`src/design/sdpd_pkg.sv`:
```
// Shared constants, types and address helper for the sync header deframer.
package sdpd_pkg;

  localparam int MAX_PAYLOAD = 32;
  localparam int HDR_BYTES   = 4;
  localparam int STORE_DEPTH = MAX_PAYLOAD + HDR_BYTES + 1;
  localparam int AW          = $clog2(STORE_DEPTH);
  localparam int CW          = $clog2(STORE_DEPTH + 1);

  localparam logic [7:0] SYNC_FIRST_RST  = 8'h55;
  localparam logic [7:0] SYNC_SECOND_RST = 8'hAA;

  localparam logic REG_SYNC_FIRST  = 1'b0;
  localparam logic REG_SYNC_SECOND = 1'b1;

  typedef struct packed {
    logic       valid;
    logic [7:0] data;
  } sdpd_word_t;

  typedef struct packed {
    logic [7:0] sync_first;
    logic [7:0] sync_second;
  } sdpd_cfg_t;

  typedef struct packed {
    logic [CW-1:0] fill;
    logic          busy;
  } sdpd_status_t;

  // (a + b) modulo the store depth, for a < depth and b <= depth
  function automatic logic [AW-1:0] wrap_add(logic [AW-1:0] a, logic [CW-1:0] b);
    logic [AW:0] s;
    s = {1'b0, a} + (AW + 1)'(b);
    if (s >= (AW + 1)'(STORE_DEPTH)) s = s - (AW + 1)'(STORE_DEPTH);
    return s[AW-1:0];
  endfunction

endpackage

```
`src/design/sdpd_ram.sv`:
```
// Generic single write port, single read port RAM with registered read.
module sdpd_ram #(
  parameter int WIDTH = 8,
  parameter int DEPTH = 16
) (
  input  logic                     clk_i,
  input  logic                     we_i,
  input  logic [$clog2(DEPTH)-1:0] waddr_i,
  input  logic [WIDTH-1:0]         wdata_i,
  input  logic [$clog2(DEPTH)-1:0] raddr_i,
  output logic [WIDTH-1:0]         rdata_o
);
  logic [WIDTH-1:0] mem [DEPTH];

  always_ff @(posedge clk_i) begin
    if (we_i) mem[waddr_i] <= wdata_i;
    rdata_o <= mem[raddr_i];
  end
endmodule

```
`src/design/sdpd_front.sv`:
```
// Input side: two-word queue of received bytes ahead of the parser.
module sdpd_front import sdpd_pkg::*; (
  input  logic       clk_i,
  input  logic       rst_ni,
  input  logic       push_i,
  input  logic [7:0] data_i,
  output logic       full_o,
  output sdpd_word_t word_o,
  input  logic       pop_i
);
  logic [7:0] buf_q [2];
  logic       wptr_q, rptr_q;
  logic [1:0] cnt_q;
  logic       do_push, do_pop;

  assign full_o  = (cnt_q == 2'd2);
  assign do_push = push_i && !full_o;
  assign do_pop  = pop_i && (cnt_q != 2'd0);
  assign word_o.valid = (cnt_q != 2'd0);
  assign word_o.data  = buf_q[rptr_q];

  always_ff @(posedge clk_i) begin
    if (do_push) buf_q[wptr_q] <= data_i;
  end

  always_ff @(posedge clk_i or negedge rst_ni) begin
    if (!rst_ni) begin
      wptr_q <= 1'b0;
      rptr_q <= 1'b0;
      cnt_q  <= 2'd0;
    end else begin
      if (do_push) wptr_q <= ~wptr_q;
      if (do_pop)  rptr_q <= ~rptr_q;
      cnt_q <= cnt_q + 2'(do_push) - 2'(do_pop);
    end
  end
endmodule

```
`src/design/sdpd_engine.sv`:
```
// Back side: frame store, header/checksum sequencer and result register.
module sdpd_engine import sdpd_pkg::*; (
  input  logic         clk_i,
  input  logic         rst_ni,
  input  sdpd_cfg_t    cfg_i,
  input  sdpd_word_t   word_i,
  output logic         pop_o,
  output logic         empty_o,
  input  logic         pop_i,
  output logic [7:0]   command_o,
  output logic [5:0]   payload_length_o,
  output logic [7:0]   payload_byte_o,
  output logic [4:0]   byte_index_o,
  output logic         has_payload_o,
  output logic         frame_end_o,
  output sdpd_status_t status_o
);
  typedef enum logic [3:0] {
    S_IDLE, S_H0, S_H0D, S_H1, S_H1D, S_H3, S_H3D, S_SUM, S_SUMD,
    S_CMD, S_CMDD, S_PL, S_PLD, S_EMIT, S_RA, S_RAD
  } state_e;

  state_e        state_q;
  logic [AW-1:0] head_q;
  logic [CW-1:0] cnt_q, off_q;
  logic [5:0]    len_q, idx_q;
  logic [7:0]    sum_q, cmd_q, data_q;
  logic          ovld_q;
  logic [7:0]    rdata;
  logic          we, slot_free, last, fire;
  logic [CW-1:0] total;

  assign we        = (state_q == S_IDLE) && word_i.valid && (cnt_q < CW'(STORE_DEPTH));
  assign pop_o     = (state_q == S_IDLE) && word_i.valid;
  assign slot_free = !ovld_q || pop_i;
  assign fire      = (state_q == S_EMIT) && slot_free;
  assign total     = CW'(len_q) + CW'(HDR_BYTES + 1);
  assign last      = (len_q == 6'd0) || (idx_q + 6'd1 == len_q);
  assign empty_o   = !ovld_q;
  assign status_o.fill = cnt_q;
  assign status_o.busy = (state_q != S_IDLE);

  sdpd_ram #(.WIDTH(8), .DEPTH(STORE_DEPTH)) u_store (
    .clk_i   (clk_i),
    .we_i    (we),
    .waddr_i (wrap_add(head_q, cnt_q)),
    .wdata_i (word_i.data),
    .raddr_i (wrap_add(head_q, off_q)),
    .rdata_o (rdata)
  );

  always_ff @(posedge clk_i or negedge rst_ni) begin
    if (!rst_ni) begin
      state_q          <= S_IDLE;
      head_q           <= '0;
      cnt_q            <= '0;
      off_q            <= '0;
      ovld_q           <= 1'b0;
      len_q            <= '0;
      idx_q            <= '0;
      sum_q            <= '0;
      cmd_q            <= '0;
      data_q           <= '0;
      command_o        <= '0;
      payload_length_o <= '0;
      payload_byte_o   <= '0;
      byte_index_o     <= '0;
      has_payload_o    <= 1'b0;
      frame_end_o      <= 1'b0;
    end else begin
      ovld_q <= fire || (ovld_q && !pop_i);
      unique case (state_q)
        S_IDLE: begin
          if (word_i.valid) begin
            if (we) cnt_q <= cnt_q + CW'(1);
            off_q   <= '0;
            state_q <= S_H0;
          end
        end
        S_H0: state_q <= (cnt_q == '0) ? S_IDLE : S_H0D;
        S_H0D: begin
          off_q <= CW'(1);
          if (rdata != cfg_i.sync_first) state_q <= S_RA;
          else if (cnt_q < CW'(2))       state_q <= S_IDLE;
          else                           state_q <= S_H1;
        end
        S_H1: state_q <= S_H1D;
        S_H1D: begin
          if (rdata != cfg_i.sync_second) begin
            off_q   <= CW'(1);
            state_q <= S_RA;
          end else if (cnt_q < CW'(HDR_BYTES)) begin
            state_q <= S_IDLE;
          end else begin
            off_q   <= CW'(3);
            state_q <= S_H3;
          end
        end
        S_H3: state_q <= S_H3D;
        S_H3D: begin
          if (rdata > 8'(MAX_PAYLOAD)) begin
            off_q   <= CW'(1);
            state_q <= S_RA;
          end else if (cnt_q < CW'(rdata[5:0]) + CW'(HDR_BYTES + 1)) begin
            state_q <= S_IDLE;
          end else begin
            len_q   <= rdata[5:0];
            off_q   <= '0;
            sum_q   <= '0;
            state_q <= S_SUM;
          end
        end
        S_SUM: state_q <= S_SUMD;
        S_SUMD: begin
          if (off_q == total - CW'(1)) begin
            if (sum_q == rdata) begin
              off_q   <= CW'(2);
              state_q <= S_CMD;
            end else begin
              off_q   <= CW'(1);
              state_q <= S_RA;
            end
          end else begin
            sum_q   <= sum_q + rdata;
            off_q   <= off_q + CW'(1);
            state_q <= S_SUM;
          end
        end
        S_CMD: state_q <= S_CMDD;
        S_CMDD: begin
          cmd_q   <= rdata;
          off_q   <= CW'(HDR_BYTES);
          idx_q   <= '0;
          data_q  <= '0;
          state_q <= (len_q == 6'd0) ? S_EMIT : S_PL;
        end
        S_PL: state_q <= S_PLD;
        S_PLD: begin
          data_q  <= rdata;
          state_q <= S_EMIT;
        end
        S_EMIT: begin
          if (slot_free) begin
            command_o        <= cmd_q;
            payload_length_o <= len_q;
            payload_byte_o   <= data_q;
            byte_index_o     <= idx_q[4:0];
            has_payload_o    <= (len_q != 6'd0);
            frame_end_o      <= last;
            if (last) begin
              head_q  <= wrap_add(head_q, total);
              cnt_q   <= cnt_q - total;
              off_q   <= '0;
              state_q <= S_H0;
            end else begin
              idx_q   <= idx_q + 6'd1;
              off_q   <= off_q + CW'(1);
              state_q <= S_PL;
            end
          end
        end
        // scan for the next sync_first, starting just past the front byte
        S_RA: begin
          if (off_q >= cnt_q) begin
            cnt_q   <= '0;
            off_q   <= '0;
            state_q <= S_H0;
          end else begin
            state_q <= S_RAD;
          end
        end
        S_RAD: begin
          if (rdata == cfg_i.sync_first) begin
            head_q  <= wrap_add(head_q, off_q);
            cnt_q   <= cnt_q - off_q;
            off_q   <= '0;
            state_q <= S_H0;
          end else begin
            off_q   <= off_q + CW'(1);
            state_q <= S_RA;
          end
        end
        default: state_q <= S_IDLE;
      endcase
    end
  end
endmodule

```
`src/design/sync_header_packet_deframer.sv`:
```
// Top level: config registers, input queue and frame parser of the deframer.
// Flow: the parser takes a new byte only while idle, so the input queue stalls while it
// checks a frame or scans; a frame check reads up to 37 stored bytes, a resync scan reads
// the stored bytes one by one, and payload words wait while the result register is full.
// Reset: async low; store empty, sync bytes 0x55/0xAA, queues empty, no clearing pass.
module sync_header_packet_deframer import sdpd_pkg::*; (
  input  logic        clk_i,
  input  logic        rst_ni,
  // APB-style config port
  input  logic        psel,
  input  logic        penable,
  input  logic        pwrite,
  input  logic [2:0]  paddr,
  input  logic [31:0] pwdata,
  output logic [31:0] prdata,
  output logic        pready,
  // input queue side
  input  logic        push,
  output logic        full,
  input  logic [7:0]  rx_byte_i,
  // result queue side
  output logic        empty,
  input  logic        pop,
  output logic [7:0]  command_o,
  output logic [5:0]  payload_length_o,
  output logic [7:0]  payload_byte_o,
  output logic [4:0]  byte_index_o,
  output logic        has_payload_o,
  output logic        frame_end_o
);
  sdpd_cfg_t    cfg_q;
  sdpd_word_t   word;
  sdpd_status_t status;
  logic         eng_pop, cfg_wr;

  assign pready = 1'b1;
  assign cfg_wr = psel && penable && pwrite && pready;

  // register index is paddr[2]; byte lanes below it are ignored
  always_ff @(posedge clk_i or negedge rst_ni) begin
    if (!rst_ni) begin
      cfg_q.sync_first  <= SYNC_FIRST_RST;
      cfg_q.sync_second <= SYNC_SECOND_RST;
    end else if (cfg_wr) begin
      unique case (paddr[2])
        REG_SYNC_FIRST:  cfg_q.sync_first  <= pwdata[7:0];
        REG_SYNC_SECOND: cfg_q.sync_second <= pwdata[7:0];
        default: ;
      endcase
    end
  end

  always_comb begin
    unique case (paddr[2])
      REG_SYNC_FIRST:  prdata = {24'd0, cfg_q.sync_first};
      REG_SYNC_SECOND: prdata = {24'd0, cfg_q.sync_second};
      default:         prdata = '0;
    endcase
  end

  // front: buffers received words so the parser can stall on its own
  sdpd_front u_front (
    .clk_i  (clk_i),
    .rst_ni (rst_ni),
    .push_i (push),
    .data_i (rx_byte_i),
    .full_o (full),
    .word_o (word),
    .pop_i  (eng_pop)
  );

  // back: frame store, parsing and the result register
  sdpd_engine u_engine (
    .clk_i            (clk_i),
    .rst_ni           (rst_ni),
    .cfg_i            (cfg_q),
    .word_i           (word),
    .pop_o            (eng_pop),
    .empty_o          (empty),
    .pop_i            (pop),
    .command_o        (command_o),
    .payload_length_o (payload_length_o),
    .payload_byte_o   (payload_byte_o),
    .byte_index_o     (byte_index_o),
    .has_payload_o    (has_payload_o),
    .frame_end_o      (frame_end_o),
    .status_o         (status)
  );

  a_fill_bound: assert property (@(posedge clk_i) disable iff (!rst_ni)
    status.fill <= CW'(STORE_DEPTH))
    else $error("frame store fill above depth");

  a_marker_end: assert property (@(posedge clk_i) disable iff (!rst_ni)
    (!empty && !has_payload_o) |-> (frame_end_o && payload_length_o == 6'd0))
    else $error("empty-frame marker malformed");

  a_index_range: assert property (@(posedge clk_i) disable iff (!rst_ni)
    (!empty && has_payload_o) |->
      ({1'b0, byte_index_o} < payload_length_o &&
       payload_length_o <= 6'(MAX_PAYLOAD)))
    else $error("payload index out of range");

  a_pop_idle: assert property (@(posedge clk_i) disable iff (!rst_ni)
    eng_pop |-> !status.busy)
    else $error("parser took a word while busy");
endmodule
```
`config.mk`:
```
export PLATFORM = sky130hd
export DESIGN_NAME = sync_header_packet_deframer
export DESIGN_NICKNAME = d
export VERILOG_FILES = /design/src/design/sdpd_pkg.sv /design/src/design/sdpd_ram.sv /design/src/design/sdpd_front.sv /design/src/design/sdpd_engine.sv /design/src/design/sync_header_packet_deframer.sv
export SDC_FILE = /design/constraint.sdc
export NUM_CORES = 1
export LEC_CHECK = 0
export BUFFER_PORTS_ARGS = -buffer_cell sky130_fd_sc_hd__buf_4
export CAP_MARGIN = 25
export CORE_UTILIZATION = 50
export DETAILED_ROUTE_END_ITERATION = 12
export MAX_ROUTING_LAYER = met4
export PLACE_DENSITY = 0.65
export SETUP_SLACK_MARGIN = 0.5
export SLEW_MARGIN = 20
export SYNTH_ARGS = -nofsm -noshare
export SYNTH_HDL_FRONTEND = slang
export SYNTH_SLANG_ARGS = --single-unit
```
`constraint.sdc`:
```
create_clock -name clk_i -period 9.38 [get_ports clk_i]
set_input_delay 0.469 -clock clk_i [delete_from_list [all_inputs] [get_ports clk_i]]
set_output_delay 0.469 -clock clk_i [all_outputs]
set_load 0.01 [all_outputs]
```
==> metrics.txt <==
Post-CTS Setup Inserts=0; largest net degree at the start of global routing=78; slew margin rel.=0.313; Synth Flop Type=edfxtp_1; worst hold slack=0.0825 ns; RSZ-0062 raised after global routing=no; share of cells above drive strength 1=0.166; std cell rows=78; DRC Markers=0; I/O Buffers=62; DR vias=16400; Worst Setup Path Type=flop to flop; die footprint=0.0467 mm^2; largest family of logic cells by synthesized area=compound AO/OA/AOI/OAI gates; post_cts resized=0; Ports=114; Worst Path Required=9.80 ns; Least-Margin Pin Slew=1.02 ns; crit-path most repeated cell=buf_4; Adder-Cell Fraction of Synth Area=0.0353; Final Critical Period=6.24 ns; number of distinct library cells after synthesis=98; Final period util=0.666; CTS tree=built; Worst Path Max Fanout=44; asr flop ratio synth=0.252; crit end category=flop; xor and xnor area share after synthesis=0.0325; type of origin of the critical path=flop; EDFF count, synth=312; commonest non-fill, non-tap cell in the layout=edfxtp_1; CP max-delay cell=o311ai_0; Max Freq=160 MHz; # nets final=2050; Tightest Hold Check Type=input port to flop; number of clock sinks=428; initial antenna violation count=0; grt peak-use layer=met2; Total Wirelength=60800 um; met3 capacity usage during global routing=0.0368; met1 GRT Util=0.333; chip height=216 um; Yosys top cell by area=edfxtp_1; total track usage=0.267; Final Cell Area=0.0252 mm^2; Layout area overhead=10.2%; WL/cell=23.6 um; die width=216 um; status=finished clean; DPL Wire Length=39000 um; CTS max path bufs=3; crit-path max cell delay=0.66 ns; mux cell area share after synthesis=0.108; gpl congestion=0.904; register area share after synthesis=0.535; Yosys top cell area share=0.409; gr ovfl total=0; Post-Syn Instances=1930; core area=0.0453 mm^2; Clock Pin Slew Worst Setup and Hold Paths=0.07 ns; DRT iter0 DRCs=1631; # setup viols final=0; TritonCTS buffer count=46; GR Util met2=0.431; leading post-synthesis cells by cell area=edfxtp_1, dfrtp_1, mux2_2; vias per cell=6.34; Avg Inst Size Synth=11.9 um^2; first-pass GRT wire length=93200 um; Setup TNS=0 ns; Clock Latency Late Sink=0.58 ns; max-cap violations=0; worst endpoint data arrival time=6.66 ns; post-route insts no fill=2577; Pre-antenna DRT Iters=5; Clock Tree Root=clkbuf_16; reg-to-reg slack, setup=3.14 ns; Placed Area=0.0237 mm^2; Ys Warns=0; Final Max Slew Viols=0; highest-count cells in the layout ignoring fill and taps=edfxtp_1, nand2_1, nor2_1, mux2_2, dfrtp_1; H-tree levels=2; post-synthesis compound-gate area fraction=0.147; Worst Skew=0.0222 ns; post-synthesis simple-gate area fraction=0.103; Yosys reg bits=428; Inst Count DP=2489; Starting Density=0.506; Detail Route Antenna Nets=0; vias in the first global route=16100; sequence of cells on the critical path=ha_4 > inv_1 > fa_2 > nand2b_1 > nor2_1 > o22ai_2 > o22ai_4 > buf_4 > nand2_2 > buf_4 > o211ai_1 > o311ai_0 > o21ai_0 > a211oi_1; Netlist Area Pre-Place=0.0229 mm^2; Final Hold Viols=0; CTS Hold Bufs=1
layer usage:
metal / routed length [um] / part of all wire
met3: 3790 / 0.062
met1: 24800 / 0.41
met5: 0 / 0
met2: 29500 / 0.49
met4: 2630 / 0.043
final timing paths:
| path | start | endpoint | depth (start not counted) |
|---|---|---|---|
| setup reg to reg | u_engine.off_q[0] | u_engine.u_store.rdata_o[0] | 14 |
| max in group asynchronous | rst_ni | cfg_q[10] | 4 |
| hold reg to reg | u_engine.cmd_q[3] | u_engine.cmd_q[3] | 2 |
| min in group asynchronous | rst_ni | u_engine.cnt_q[4] | 2 |
| hold / removal | rx_byte_i[0] | u_front.buf_q[1][0] | 1 |
| setup / recovery | u_engine.off_q[0] | u_engine.u_store.rdata_o[0] | 14 |
synthesized netlist by cell type (6+ instances only):
| library cell | number |
|---|---|
| a22o_1 | 13 |
| nand2_1 | 131 |
| nor3_1 | 66 |
| or3_1 | 18 |
| edfxtp_1 | 312 |
| nor2b_1 | 23 |
| o21a_1 | 7 |
| dfxtp_1 | 8 |
| ha_1 | 55 |
| a211oi_1 | 36 |
| a21oi_1 | 44 |
| clkbuf_1 | 70 |
| o211ai_1 | 16 |
| mux2_2 | 108 |
| buf_1 | 11 |
| dfstp_2 | 8 |
| and3_1 | 6 |
| mux4_2 | 17 |
| o221ai_1 | 55 |
| o311ai_0 | 8 |
| o31ai_1 | 31 |
| a221oi_1 | 7 |
| or2_2 | 6 |
| nand3_1 | 23 |
| a21o_1 | 20 |
| xor2_1 | 34 |
| o22ai_1 | 73 |
| fa_1 | 6 |
| buf_4 | 30 |
| or2_1 | 6 |
| nor4_1 | 38 |
| dfrtp_1 | 100 |
| nand2b_1 | 11 |
| or4_1 | 9 |
| nor2_1 | 121 |
| xnor2_1 | 43 |
| o21ai_0 | 89 |
| mux2i_1 | 87 |
| o21ai_1 | 10 |
| buf_2 | 33 |
| inv_1 | 45 |
final cells by class:
cell class	instances	area, um^2
well taps	600	751
inverters	46	173
multi-input cells	1332	9910
clock buffers	52	1170
fillers	3791	20000
diodes	1	2.50
clock inverters	33	319
flip-flops and latches	428	12200
repair buffers	85	666
critical path: cells and delay by family, from the launching register on:
kind | cells | cell delay, ns
simple gates | 3 | 1.23
fa+ha+maj | 2 | 0.81
buf+inv | 3 | 0.92
compound gates | 6 | 2.54
flops | 1 | 0.53
metrics by stage:
stage	setup WS, ns	util
finish	3.14	0.557
global route	2.87	0.557
detailed placement	3.36	0.524
CTS	3.33	0.557
floorplan	5.67	-
global placement	3.43	0.524
kinds of logic after synthesis:
logic type	Yosys count
simple gates	485
compound gates	469
flops	428
mux	212
buf+inv	193
xor+xnor	80
fa+ha+maj	61
other cells	2
state kept, by name, summed over array words and instances, names as in the netlist, 6 cells and up:
register,flops
cfg_q,16
u_engine.cmd_q,8
u_engine.cnt_q,6
u_engine.command_o,8
u_engine.data_q,8
u_engine.head_q,6
u_engine.idx_q,6
u_engine.len_q,6
u_engine.off_q,6
u_engine.payload_byte_o,8
u_engine.payload_length_o,6
u_engine.sum_q,8
u_engine.u_store.mem,296
u_engine.u_store.rdata_o,8
u_front.buf_q,16
Power is not shown: default switching activity piles up to over one toggle a cycle in this logic, so the estimate is an artifact.
